<file path="src/hw/rtl/tlfe_pkg.sv">
// Shared constants, field widths and controller/datapath command types.
// No dependencies.
`default_nettype none

package tlfe_pkg;

  localparam int MAX_CITIES_DEF = 64;
  localparam int DIST_BITS_DEF  = 24;

  localparam int CITY_W    = 6;
  localparam int DIST_IN_W = 24;
  localparam int COUNT_W   = 7;
  localparam int LEN_W     = 30;
  localparam int FIT_W     = 32;

  localparam int CITY_COUNT_RST = 64;
  localparam int FRAC_ONE       = 256;
  localparam int DIV_STEPS      = 40;

  localparam logic [LEN_W-1:0] LEN_MAX = '1;

  localparam logic OP_WRITE = 1'b0;
  localparam logic OP_CITY  = 1'b1;

  typedef struct packed {
    logic mem_wr;
    logic city_take;
    logic city_first;
    logic leg_add;
    logic close_rd;
    logic div_init;
    logic div_step;
    logic out_load;
  } cmd_t;

  typedef struct packed {
    logic out_busy;
  } sts_t;

endpackage

`default_nettype wire

</file>
<file path="src/hw/rtl/tlfe_ctrl.sv">
// Controller: city_count register, tour position counter and sequencing FSM.
// Depends on tlfe_pkg; drives the datapath through cmd_t.
`default_nettype none

module tlfe_ctrl #(
  parameter int MAX_CITIES = tlfe_pkg::MAX_CITIES_DEF
) (
  input  wire logic                         clk,
  input  wire logic                         rst_n,
  input  wire logic                         cfg_we,
  input  wire logic [tlfe_pkg::COUNT_W-1:0] cfg_wdata,
  input  wire logic                         in_valid,
  input  wire logic                         in_opcode,
  output logic                              in_ready,
  input  wire tlfe_pkg::sts_t               sts,
  output tlfe_pkg::cmd_t                    cmd
);

  localparam int CNT_W   = $clog2(MAX_CITIES + 1);
  localparam int CL_W    = (CNT_W > tlfe_pkg::COUNT_W) ? CNT_W : tlfe_pkg::COUNT_W;
  localparam int CNT_RST = (tlfe_pkg::CITY_COUNT_RST < MAX_CITIES) ?
                           tlfe_pkg::CITY_COUNT_RST : MAX_CITIES;
  localparam int STEP_W  = $clog2(tlfe_pkg::DIV_STEPS);

  typedef enum logic [5:0] {
    ST_IDLE  = 6'b000001,
    ST_LEG   = 6'b000010,
    ST_CLOSE = 6'b000100,
    ST_PREP  = 6'b001000,
    ST_DIV   = 6'b010000,
    ST_HOLD  = 6'b100000
  } state_t;

  state_t            state_r, state_nxt;
  logic [CNT_W-1:0]  count_r, count_nxt;
  logic [CNT_W-1:0]  seen_r, seen_nxt;
  logic              last_r, last_nxt;
  logic [STEP_W-1:0] step_r, step_nxt;

  logic [CL_W-1:0]   cfg_ext;
  logic [CNT_W-1:0]  seen_inc;
  logic              accept;
  logic              closing;

  always_comb begin
    cfg_ext   = CL_W'(cfg_wdata);
    count_nxt = count_r;
    if (cfg_we) begin
      if (cfg_ext < CL_W'(2)) begin
        count_nxt = CNT_W'(2);
      end else if (cfg_ext > CL_W'(MAX_CITIES)) begin
        count_nxt = CNT_W'(MAX_CITIES);
      end else begin
        count_nxt = CNT_W'(cfg_ext);
      end
    end
  end

  always_comb begin
    in_ready  = (state_r == ST_IDLE);
    accept    = in_valid && in_ready;
    seen_inc  = seen_r + CNT_W'(1);
    closing   = (seen_inc >= count_r);
    cmd       = '0;
    state_nxt = state_r;
    seen_nxt  = seen_r;
    last_nxt  = last_r;
    step_nxt  = step_r;
    unique case (state_r)
      ST_IDLE: begin
        if (accept) begin
          if (in_opcode == tlfe_pkg::OP_WRITE) begin
            cmd.mem_wr = 1'b1;
          end else begin
            cmd.city_take = 1'b1;
            if (seen_r == '0) begin
              cmd.city_first = 1'b1;
              seen_nxt       = CNT_W'(1);
            end else begin
              last_nxt  = closing;
              seen_nxt  = closing ? '0 : seen_inc;
              state_nxt = ST_LEG;
            end
          end
        end
      end
      ST_LEG: begin
        cmd.leg_add  = 1'b1;
        cmd.close_rd = 1'b1;
        state_nxt    = last_r ? ST_CLOSE : ST_IDLE;
      end
      ST_CLOSE: begin
        cmd.leg_add = 1'b1;
        state_nxt   = ST_PREP;
      end
      ST_PREP: begin
        cmd.div_init = 1'b1;
        step_nxt     = '0;
        state_nxt    = ST_DIV;
      end
      ST_DIV: begin
        cmd.div_step = 1'b1;
        step_nxt     = step_r + STEP_W'(1);
        if (step_r == STEP_W'(tlfe_pkg::DIV_STEPS - 1)) begin
          state_nxt = ST_HOLD;
        end
      end
      ST_HOLD: begin
        if (!sts.out_busy) begin
          cmd.out_load = 1'b1;
          state_nxt    = ST_IDLE;
        end
      end
      default: begin
        state_nxt = ST_IDLE;
      end
    endcase
  end

  always_ff @(posedge clk) begin
    if (!rst_n) begin
      state_r <= ST_IDLE;
      count_r <= CNT_W'(CNT_RST);
      seen_r  <= '0;
      last_r  <= 1'b0;
      step_r  <= '0;
    end else begin
      state_r <= state_nxt;
      count_r <= count_nxt;
      seen_r  <= seen_nxt;
      last_r  <= last_nxt;
      step_r  <= step_nxt;
    end
  end

endmodule

`default_nettype wire

</file>
<file path="config.mk">
export PLATFORM = sky130hd
export DESIGN_NAME = tlfe_ctrl
export DESIGN_NICKNAME = d
export VERILOG_FILES = /design/src/hw/rtl/tlfe_pkg.sv /design/src/hw/rtl/tlfe_ctrl.sv
export SDC_FILE = /design/constraint.sdc
export NUM_CORES = 1
export LEC_CHECK = 0
export ABC_AREA = 1
export BUFFER_PORTS_ARGS = -buffer_cell sky130_fd_sc_hd__buf_4
export CAP_MARGIN = 20
export CORE_UTILIZATION = 59
export CTS_BUF_LIST = sky130_fd_sc_hd__clkbuf_2 sky130_fd_sc_hd__clkbuf_4 sky130_fd_sc_hd__clkbuf_8
export DETAILED_ROUTE_END_ITERATION = 8
export GPL_ROUTABILITY_DRIVEN = 0
export GPL_TIMING_DRIVEN = 0
export PLACE_DENSITY = 0.82
export SLEW_MARGIN = 20
export SYNTH_ARGS = -nofsm -noshare
export SYNTH_HDL_FRONTEND = slang
export SYNTH_SLANG_ARGS = --single-unit
</file>
<file path="constraint.sdc">
create_clock -name clk -period 2.5 [get_ports clk]
set_input_delay 0.125 -clock clk [delete_from_list [all_inputs] [get_ports clk]]
set_output_delay 0.125 -clock clk [all_outputs]
set_load 0.01 [all_outputs]
</file>
# After elaboration in Yosys (flattened, before gate mapping)
# Index checks and enable logic that the tools add are counted.
[op_classes]
n_addsub = 2
n_lt_le_gt_ge = 3
n_eq_ne = 12
mux = 23
bitwise_logic = 1
reduce_logical = 7
[op_table]
columns = ["op", "count"]
rows = [
  ["6-bit case mux with 6 select lines", 1],
  ["6-bit 2-to-1 mux", 5],
  ["7-bit 2-to-1 mux", 4],
  ["6-bit == test, second input constant", 2],
  ["6-bit case mux with 2 select lines", 1],
  ["3-bit 2-to-1 mux", 3],
  ["1-bit 2-to-1 mux", 8],
  ["2-bit inequality test, second input constant", 4],
  ["7-bit by 1-bit adder with 7-bit output, second input constant", 1],
  ["7-bit greater-or-equal comparator", 1],
  ["7-bit greater-than comparator, second input constant", 1],
  ["7-bit zero test", 1],
  ["7-bit by 2-bit < comparator with 1-bit output, second input constant", 1],
  ["6-bit by 1-bit adder with 6-bit output, second input constant", 1],
  ["6-bit by 1-bit == test with 1-bit output, second input constant", 1],
  ["6-bit by 2-bit == test with 1-bit output, second input constant", 1],
  ["6-bit by 3-bit == test with 1-bit output, second input constant", 1],
  ["6-bit by 4-bit == test with 1-bit output, second input constant", 1],
  ["6-bit by 5-bit == test with 1-bit output, second input constant", 1],
  ["5-bit AND reduction", 1],
  ["4-bit AND reduction", 1],
  ["3-bit AND reduction", 1],
  ["2-bit 2-to-1 mux", 1],
  ["2-bit by 1-bit inequality test with 1-bit output, second input constant", 1],
  ["other kinds (4)", 4],
]
[word_totals]
register_bits = 27
in_bits = 13
output_inout_bits = 9
wordCells = 53

# Depth between registers and ports, before layout
# Gate-level depths: netlist of run 1.
[depth]
word_depth = 5
mapped_depth = 14
mapped_depth_nobuf = 14

# Worst setup path after synthesis of run 1
# Ideal clock, no wire load.
[synth_timing]
kind = "reg-to-reg"
start = "reg seen_r[0]"
end = "reg seen_r[5]"
setup_time_ps = 71
t_arrival_ps = 1746
required_ps = 2429
slack_ps = 684
stages_incl_launch_ff = 11
n_path_buf = 0
synth_period_minus_slack_ps = 1816
cell_sequence = "dfxtp_1 -> ha_1 -> nand3_1 -> nand2_1 -> nand2_1 -> ha_1 -> a21oi_1 -> nand2_1 -> a21oi_4 -> nand3_1 -> a21oi_1"
[synth_via]
elab_chain_cells = 4
word_cells_on_any_way = 5
cone_classes = "add/sub: 1; order compare: 1; mux: 2; reduce/logical: 1"
[synth_lines]
columns = ["item", "line", "text"]
rows = [
  ["from (decl)", "tlfe_ctrl.sv:36", "logic [CNT_W-1:0] seen_r, seen_nxt;"],
  ["from (signal assigned)", "tlfe_ctrl.sv:130", "seen_r <= seen_nxt;"],
  ["7-bit by 1-bit adder with 7-bit output", "tlfe_ctrl.sv:62", "seen_inc = seen_r + CNT_W'(1);"],
  ["7-bit greater-or-equal comparator", "tlfe_ctrl.sv:63", "closing = (seen_inc >= count_r);"],
  ["7-bit 2-to-1 mux", "tlfe_ctrl.sv:81", "seen_nxt = closing ? '0 : seen_inc;"],
  ["7-bit 2-to-1 mux *", "tlfe_ctrl.sv:76", "if (seen_r == '0) begin"],
]
# Every way passes the cells marked *; elsewhere a longest branch is shown, timed or not.
# A chain may end at the register's enable or synchronous reset.

# Worst setup path in the final report of run 1
[layout_timing]
start = "reg seen_r[0]"
end = "reg seen_r[2]"
# Same word-level chain as after synthesis.

==> results of run 1 <==
-- power groups by stage --
stage | combinational (uW) | clock (uW) | sequential [uW]
after global routing | 190 | 212 | 456
after floorplan | 110 | 0 | 461
final | 165 | 199 | 454
after detailed placement | 164 | 0 | 463
after CTS | 165 | 202 | 454
after global placement | 163 | 0 | 463
-- stage by stage --
stage	worst slack, ps	instance area [um^2]
after floorplan	684	1630
after global placement	448	1820
after detailed placement	404	1820
after CTS	357	1850
after global routing	45.5	1850
final	319	1850
-- Yosys cell counts (all sizes together) --
cell type  count
nand3b         1
nand3         23
clkinv         1
inv           42
nand2         61
nand4          6
o21ai         12
nor3           3
o21bai         1
dfxtp         27
ha            10
or2            1
clkbuf         2
a21oi         24
nor2          31
xor2           1
-- registers in the layout, indices dropped and copies added, names as in the netlist --
register / flops
last_r: 1
step_r: 6
seen_r: 7
count_r: 7
state_r: 6
-- metal layers --
layer / share of wire [%] / vias to the layer above / track usage (%)
met2: 45 / 25 / 41.3
met5: 0 / - / 0
met1: 53 / 685 / 34.7
li1: - / 836 / -
met3: 2.4 / 0 / 2.50
met4: 0 / 0 / 3.85
-- kinds of logic after synthesis --
kind of cell / count (synthesis) / share of synthesized area, %
DFF: 27 / 33.3
and+or+nand+nor: 126 / 35.8
xor gates and xnor gates: 1 / 0.539
adders and majority gates: 10 / 7.70
AOI/OAI and AO/OA: 37 / 12.2
buffers and inverters: 45 / 10.5
-- layout make-up --
cell class                      count  area share (%)
Sequential cell                    27            29.2
Inverter                           43            8.79
Multi-Input combinational cell    174            49.4
Clock inverter                      1           0.406
Tap cell                           30            2.03
Clock buffer                        3            1.22
Timing Repair Buffer               21            8.52
Buffer                              2           0.406
-- path summary, 6_finish.rpt --
check / slack [ps] / from / to
max reg2reg: 320 / seen_r[0]$_SDFFE_PN0P_ / seen_r[2]$_SDFFE_PN0P_
min reg2reg: 470 / count_r[4]$_SDFFE_PN0P_ / count_r[4]$_SDFFE_PN0P_
max: 320 / seen_r[0]$_SDFFE_PN0P_ / seen_r[2]$_SDFFE_PN0P_
min: 30 / rst_n / count_r[6]$_SDFFE_PN1P_
==> results.md, run 1 <==
* Worst path bufs/invs at 0
* Worst relative slew slack at 66.8%
* Master of the slowest instance on the critical path: dfxtp_1
* Wire per inst at between 10 and 15 um
* IO Count at 22
* Row count at 18
* Largest stage delay on the critical path at between 400 and 500 ps
* Data arrival time at the worst-slack endpoint at 2460 ps
* Detailed placer's ending HPWL at 2490 um
* Run status: finished clean
* CP dominant cell by count: nand2_1
* Via count at 1546
* Number of global-route vias before repair at 1315
* Cells on Worst Hold Path at 2
* Cell Count Post-Placement at 297
* Critical path, cell by cell: ha_1, nand3_1, nand2_1, nand2_1, ha_1, a21oi_1, nand2_1, a21oi_4, nand3_1, a21oi_1
* Slew at the pin with the worst max-slew slack at 498 ps
* Unrepaired setup endpoints after global routing: false
* Maximum clock rate at 459 MHz
* Overall Power at ~800 uW
* GR Util All Layers at 24.7%
* Critical path class: reg -> reg
* Netlist Area Pre-Place at 1630 um^2
* Fin. max-slew vios at 0
* Filler Cells Inserted at 219
* Logic pwr share at between 20% and 30%
* Capturing element type of the critical path: register
* H-tree levels at 1
* Clk pwr share at 24.3%
* Clock sinks at 27
* Flip-flop and latch count after synthesis at 27
* Placeable Area at 2540 um^2
* Die Footprint at 2970 um^2
* Largest voltage drop on the vdd net at 0.000350 V
* Yosys top cell by area: dfxtp_1
* Storage element area at 541 um^2
* Ranking of synthesized cells by area: dfxtp_1 33%, nand2_1 14%, inv_1 9.2%, ha_1 7.7%, a21oi_1 7.1%
* Num CTS Buffers at 3
* Hold buffer count at CTS at 0
* Unique masters post-synth at 23
* Fraction of post-synthesis cell area in the top cell type by area at 33.3%
* Number of non-filler instances in the completed layout at 301
* Final sum of negative setup slack at 0 ps
* CP Data Required Time at 2770 ps
* Die Wd at 54.5 um
* Post-CTS Repair Setup Buffers at 0
* Final Util at 72.7%
* Final count of hold timing violations at 0
* Largest net degree at the start of global routing at 17
* Wire length of the first global-routing pass at ~5400 um
* Pwr dens at roughly 440 nW/um^2
* Crit path max fanout at 7
* TritonRoute pass-1 iters at 4
* Area used by multi-input combinational logic at 915 um^2
* Initial antenna violation count at 0
* Number of setup violations in the final report at 0
* Final worst clock skew at 7.61 ps
* Congestion Overflow GR at 0
* Seq/Total Area, Yosys at 33.3%
* Minimum clock period at 2180 ps
* Warning count from the yosys run at 0
* Net count reported at finish at just under 300
* Number of cells on the worst reg-to-reg path at 10
* Critical Path Start Type: register
* Iteration-0 DRC Markers at 36
* Switching component of the power at 248 uW
* Number of buffers on the longest clock path at 2
* Clk Tree Root Cell: clkbuf_4
* Area growth syn-to-layout at 13.9%
* DRC errors left at 0
* Synthesized netlist net count at 269
* Clock-pin slew of the registers on the worst-case setup and hold paths at 160 ps
* Synthesized area per cell at roughly 6.6 um^2
* Switching part of the total power at 30.3%
* Fraction of final layout cells sized beyond drive strength 1 at 14.0%
* Skew-Pair Late Insertion Delay at 330 ps
* Leakage power at 0.000901 uW
* Vias/cell at 5.14
* Commonest non-fill, non-tap cells in the layout: 60 x nand2_1, 40 x inv_1, 27 x dfxtp_1
* Die Y-Extent at 54.5 um
* Post-CTS Resized at 0
* Family with the most delay on the worst path: adder cells
* Number of antenna diodes at 0
* Effective utilization at floorplan at a little under two thirds
* Share of the cycle needed by the critical path after routing at around 87%
* CTS tree: built
* Design internal power at roughly 570 uW
* Worst hold path class: in -> reg
* Max-capacitance violation count at 0
* Reg power frac at 55.5%
* Mapped Cells at 246
* Most common cell after layout, fill and taps aside: nand2_1
* Number of gates on the worst path with buffers counted at 10
* Final Hold Slack at 26.8 ps
* I/O Buffers at 21
* Number of nets with antenna violations after detailed routing at 0
* Total detailed-routing wirelength at 3210 um
(Power assumes the default switching activity.)
==> run 2, diff against run 1 <==
--- a/config.mk
+++ b/config.mk
@@ -10,2 +10,3 @@
 export CAP_MARGIN = 20
+export CORE_ASPECT_RATIO = 0.7
 export CORE_UTILIZATION = 59
@@ -14,3 +15,2 @@
 export GPL_ROUTABILITY_DRIVEN = 0
-export GPL_TIMING_DRIVEN = 0
 export PLACE_DENSITY = 0.82
==> constraint.sdc (replaced) <==
create_clock -name clk -period 2.5 [get_ports clk]
set_input_delay 0.375 -clock clk [delete_from_list [all_inputs] [get_ports clk]]
set_output_delay 0.375 -clock clk [all_outputs]
set_load 0.01 [all_outputs]
==> run 2 against run 1 <==
Combinational power about the same. Via count down 2.3%. Sequential share of layout area down 0.25 points. Cell area up 0.88%. Critical endpoint is now seen_r[3]$_SDFFE_PN0P_. Register-to-register slack better by 60 ps. Critical path depth down 2.
==> results.md, run 2 (synthesized netlist as in run 1, its figures left out) <==
* CP Data Required Time at 2700 ps
* Total detailed-routing wirelength at 3400 um
* Skew-Pair Late Insertion Delay at approximately 270 ps
* I/O Buffers at 21
* Largest voltage drop on the vdd net at 0.000332 V
* Clock-pin slew of the registers on the worst-case setup and hold paths at 90 ps
* Worst relative slew slack at a little under three fifths
* H-tree levels at 1
* Num CTS Buffers at 3
* Cells on Worst Hold Path at 2
* Detailed placer's ending HPWL at 2650 um
* Storage element area at 541 um^2
* GR Util All Layers at 24.3%
* Worst reg2reg endpoint: seen_r[3]$_SDFFE_PN0P_
* Pwr dens at 469 nW/um^2
* Post-CTS Resized at 0
* DRC errors left at 0
* Largest stage delay on the critical path at 450 ps
* Filler Cells Inserted at roughly 220
* Die Wd at 64.7 um
* Placeable Area at 2530 um^2
* Final worst clock skew at a little over 7 ps
* Max-capacitance violation count at 0
* Fin. max-slew vios at 0
* Critical Path Start Type: register
* Startpoint of the lowest-slack register-to-register path: seen_r[0]$_SDFFE_PN0P_
* Hold Path Origin: rst_n
* Switching component of the power at 242 uW
* Sink of the worst hold path: count_r[6]$_SDFFE_PN1P_
* Congestion Overflow GR at 0
* Largest net degree at the start of global routing at 21
* Final sum of negative setup slack at 0 ps
* Number of antenna diodes at 0
* Clock sinks at 27
* Fraction of final layout cells sized beyond drive strength 1 at between 10% and 20%
* Final count of hold timing violations at 0
* Row count at 15
* Critical path class: reg -> reg
* Vias/cell at ~5.0
* Number of nets with antenna violations after detailed routing at 0
* Slew at the pin with the worst max-slew slack at roughly 640 ps
* Iteration-0 DRC Markers at 67
* Leakage power at 0.000911 uW
* Minimum clock period at 2120 ps
* Master of the slowest instance on the critical path: dfxtp_1
* Crit path max fanout at 7
* Wire per inst at between 10 and 15 um
* Area used by multi-input combinational logic at 915 um^2
* Net count reported at finish at roughly 290
* Number of global-route vias before repair at 1275
* Maximum clock rate at 472 MHz
* Hold buffer count at CTS at 0
* Overall Power at 875 uW
* Number of buffers on the longest clock path at 2
* IO Count at 22
* Switching part of the total power at 27.7%
* Number of cells on the worst reg-to-reg path at 8
* Reg power frac at 51.8%
* Final Util at 73.7%
* Critical path, cell by cell: ha_1, xor2_1, ha_1, a21oi_1, nand2_1, a21oi_4, nand3_1, a21oi_1
* Worst hold path class: in -> reg
* Die Y-Extent at 45.9 um
* Commonest non-fill, non-tap cells in the layout: 60 x nand2_1, 40 x inv_1, 27 x dfxtp_1
* Logic pwr share at approximately a fifth
* Number of non-filler instances in the completed layout at 303
* Reg2Reg Setup Slack at 380 ps
* Number of setup violations in the final report at 0
* Share of the cycle needed by the critical path after routing at between 80 and 90%
* Design internal power at 632 uW
* Post-CTS Repair Setup Buffers at 0
* Top flop regs: count_r x7, seen_r x7
* Clk pwr share at 29.1%
* Die Footprint at 2970 um^2
* Unrepaired setup endpoints after global routing: false
* Capturing element type of the critical path: register
* TritonRoute pass-1 iters at 4
* Initial antenna violation count at 0
* Wire length of the first global-routing pass at between 5000 and 6000 um
* Most common cell after layout, fill and taps aside: nand2_1
* CTS tree: built
* Data arrival time at the worst-slack endpoint at approximately 2300 ps
* Effective utilization at floorplan at 64.1%
* Clk Tree Root Cell: clkbuf_8
* Area growth syn-to-layout at 14.9%
* Cell Count Post-Placement at 299
* Run status: finished clean
* Via count at approximately 1500
[run 2: routing by layer]
layer	global-route usage, %	vias up	part of all wire (%)
li1	-	835	-
met1	34.2	654	54
met2	38.8	20	42
met3	3.75	2	3.1
met4	7.11	0	0.68
met5	0	-	0
[run 2: how the worst max path moves through the flow]
stage | startpoint | endpoint | slack [ps]
after floorplan | seen_r[0]$_SDFFE_PN0P_ | seen_r[5]$_SDFFE_PN0P_ | 680
after global placement | seen_r[0]$_SDFFE_PN0P_ | seen_r[4]$_SDFFE_PN0P_ | 440
after detailed placement | seen_r[0]$_SDFFE_PN0P_ | seen_r[1]$_SDFFE_PN0P_ | 430
after CTS | seen_r[0]$_SDFFE_PN0P_ | seen_r[1]$_SDFFE_PN0P_ | 400
after global routing | seen_r[0]$_SDFFE_PN0P_ | seen_r[2]$_SDFFE_PN0P_ | 110
final | seen_r[0]$_SDFFE_PN0P_ | seen_r[3]$_SDFFE_PN0P_ | 380
[run 2: cell type report]
type	count	area share, %
Clock buffer	4	2.61
Inverter	43	8.71
Multi-Input combinational cell	174	49.0
Sequential cell	27	29.0
Timing Repair Buffer	21	8.45
Tap cell	34	2.28
[run 2: per-stage QoR]
stage               cell area [um^2]  hold slack (ps)  setup WS [ps]
floorplan                       1630              436            684
finish                          1870              350            381
detailed placement              1820              461            432
global route                    1870              355            107
CTS                             1870              347            405
global placement                1820              454            443
[run 2: worst max-delay path, delay by kind of cell, from the launching register on]
family	cells	cell delay, ps
flip-flops	1	450
AO/OA/AOI/OAI	3	530
adder cells (fa/ha/maj)	2	580
AND/OR/NAND/NOR	2	230
XOR/XNOR	1	250
[run 2: power groups by stage]
stage / clock network [uW] / registers, uW / logic, uW
global placement: 0 / 463 / 163
floorplan: 0 / 461 / 110
finish: 254 / 453 / 167
global route: 273 / 455 / 188
CTS: 256 / 453 / 167
detailed placement: 0 / 463 / 165
==> run 3, diff against run 2 <==
ABC_AREA = 0   (was 1)
CORE_UTILIZATION = 58   (was 59)
clock period = 2 ns   (was 2.5 ns; I/O delays follow)
==> run 3 against run 2 <==
The run now ends with setup timing left. Non-clock buffer count rose by 9. Clock power fell by 2%. Combinational power rose by 150%. Largest power group unchanged. Highest routed layer unchanged.
==> results.md, run 3 <==
* Maximum clock rate at a little under 500 MHz
* Violations in the final reports: setup timing
* Wire per inst at about 17 um
* Max-capacitance violation count at 0
* Die Y-Extent at 44.4 um
* Data arrival time at the worst-slack endpoint at 2320 ps
* Share of the cycle needed by the critical path after routing at 104%
* Cell area after layout at 1990 um^2
* Via count at 1474
* I/O Buffers at 21
* Placed Area at 1690 um^2
* Iteration-0 DRC Markers at around 220
* Mapped Cells at 178
* Vias/cell at 6.17
* Clock-pin slew of the registers on the worst-case setup and hold paths at 150 ps
* Clk pwr share at 19.9%
* Area growth syn-to-layout at 33.5%
* TritonRoute pass-1 iters at 4
* H-tree levels at 1
* Synth cell count leaders: 27 x dfxtp_1, 15 x nand2_1, 15 x nor2_1
* Switching part of the total power at 33.3%
* Largest stage delay on the critical path at 400 ps
* Overall Power at 1260 uW
* Reg power frac at 47.1%
* Ranking of synthesized cells by area: dfxtp_1 36%, ha_1 8.4%, nand2_1 3.8%, nor2_1 3.8%, nor2b_1 3.4%
* Switching component of the power at 420 uW
* Unique masters post-synth at between 40 and 50
* Most used flip-flop cell after synthesis: dfxtp_1
* Row count at 14
* Family with the most delay on the worst path: compound AO/OA/AOI/OAI gates
* Design internal power at 841 uW
* Placeable Area at around 2300 um^2
* Initial antenna violation count at 0
* Synthesized area per cell at approximately 8.4 um^2
* Number of buffers on the longest clock path at 2
* Launch point of the critical path: seen_r[1]$_SDFFE_PN0P_
* Warning count from the yosys run at 0
* Setup ws final at -74.1 ps
* Hold Path Origin: cfg_wdata[0]
* Hold buffer count at CTS at 0
* Worst path bufs/invs at 1
* Number of nets with antenna violations after detailed routing at 0
* CTS tree: built
* Minimum clock period at 2070 ps
* Worst hold path class: in -> reg
* Seq/Total Area, Yosys at 36.3%
* Final Hold Slack at 261 ps
* Master of the slowest instance on the critical path: dfxtp_4
* Critical path class: reg -> reg
* Number of global-route vias before repair at 1266
* Pre-CTS WS at -39.0 ps
* Worst relative slew slack at 62.0%
* Final worst clock skew at 0.966 ps
* Number of setup violations in the final report at 2
* Largest voltage drop on the vdd net at 0.000547 V
* Most common cell after layout, fill and taps aside: buf_4
* Fraction of synthesis flops using an asynchronous set or reset pin at 0%
* Unrepaired setup endpoints after global routing: true
* Slew at the pin with the worst max-slew slack at about 570 ps
* Crit path max fanout at 5
* CP Data Required Time at 2240 ps
* Top flop regs: count_r x7, seen_r x7
* Fraction of post-synthesis cell area in the top cell type by area at 36.3%
* Commonest non-fill, non-tap cells in the layout: 27 x buf_4, 21 x dfxtp_1, 14 x nor2_1
* Largest net degree at the start of global routing at 28
* Die Wd at 62.5 um
* Startpoint of the lowest-slack register-to-register path: seen_r[1]$_SDFFE_PN0P_
* Skew-Pair Late Insertion Delay at between 300 and 400 ps
* Critical path, cell by cell: buf_6, and3_4, nand3_4, xnor2_2, ha_1, nand4_1, o221a_4, a32oi_2, nor2b_1
* Detailed placer's ending HPWL at 2480 um
* Fin. max-slew vios at 0
* Logic pwr share at about 33%
* Final Util at between 80% and 90%
* Clock sinks at 27
* Capturing element type of the critical path: register
* Die Footprint at around 2800 um^2
* Critical Path Start Type: register
* Netlist Area Pre-Place at 1490 um^2
* GR Util All Layers at 26.3%
* Net count reported at finish at around 230
* Number of antenna diodes at 0
* Leakage power at 0.000812 uW
* Effective utilization at floorplan at roughly two thirds
* Wire length of the first global-routing pass at 5470 um
* Synthesized netlist net count at between 200 and 250
* Flip-flop and latch count after synthesis at 27
* Run status: finished, violations left
* Count of flip-flops with a built-in enable after synthesis at 0
* Num CTS Buffers at 3
* Total detailed-routing wirelength at 4170 um
* Clk Tree Root Cell: clkbuf_4
* Congestion Overflow GR at 0
* Pwr dens at 635 nW/um^2
* DRC errors left at 0
* IO Count at 22
* Final count of hold timing violations at 0
* Fraction of final layout cells sized beyond drive strength 1 at 35.7%
* Yosys top cell by area: dfxtp_1
* Top-count cell post-synth: dfxtp_1
[run 3: cell types whose count changed after synthesis, moves of 6 or more]
cell | previous run | this run
a21oi_1 | 23 | 7
inv_1 | 40 | 13
nand2_1 | 60 | 15
nand3_1 | 22 | 8
nor2_1 | 26 | 15
nor2b_1 | 0 | 8
o21ai_0 | 12 | 6
[run 3: path summary, 6_finish.rpt]
check | endpoint | slack (ps) | depth (start not counted)
setup / recovery | seen_r[3]$_SDFFE_PN0P_ | -70 | 9
setup reg to reg | seen_r[3]$_SDFFE_PN0P_ | -70 | 9
hold reg to reg | state_r[2]$_SDFFE_PN0P_ | 520 | 2
hold / removal | count_r[0]$_SDFFE_PN0P_ | 260 | 3
[run 3: timing repair]
action                     4_1_cts  5_1_grt
setup buffers                    1        5
gates cloned                     0        0
setup endpoints to repair        8       14
pin swaps                        6       17
gates resized for setup         11       34
[run 3: routing by layer]
metal | vias to the layer above | part of all wire [%] | GRT usage, %
li1 | 680 | - | -
met5 | - | 0 | 0
met3 | 26 | 7.2 | 6.19
met1 | 689 | 42 | 33.0
met4 | 0 | 4.6 | 8.84
met2 | 79 | 47 | 45.7
[run 3: stage by stage]
step / setup TNS (ps) / instances
final: -130 / 239
after global routing: -701 / 239
after CTS: 0 / 234
after detailed placement: -143 / 229
after global placement: 0 / 229
after floorplan: 0 / 178
[run 3: worst reg2reg max path: cells and delay by family (launching register included)]
| kind | cells | cell delay (ps) |
|---|---|---|
| compound gates | 2 | 530 |
| xor+xnor | 1 | 170 |
| fa+ha+maj | 1 | 320 |
| buf+inv | 1 | 110 |
| flops | 1 | 400 |
| simple gates | 4 | 460 |
[run 3: power groups by stage]
stage	clock, uW	combinational [uW]	sequential (uW)
3_3_place_gp	0	293	594
6_report	250	417	593
2_1_floorplan	0	202	592
3_5_place_dp	0	305	596
5_1_grt	273	443	596
4_1_cts	248	308	586
[run 3: cell families after synthesis]
kind of cell	count (synthesis)	share of synthesized area [%]
AO/OA/AOI/OAI	35	15.1
adder cells (fa/ha/maj)	10	8.41
flip-flops	27	36.3
XOR/XNOR	7	4.12
AND/OR/NAND/NOR	79	30.6
buffers and inverters	20	5.38
[run 3: area by class of cell]
cell class / instances / area (um^2)
Clock buffer: 3 / 22.5
Clock inverter: 1 / 7.51
Fill cell: 114 / 292
Inverter: 15 / 57.6
Multi-Input combinational cell: 131 / 1070
Sequential cell: 27 / 556
Tap cell: 32 / 40.0
Timing Repair Buffer: 30 / 236
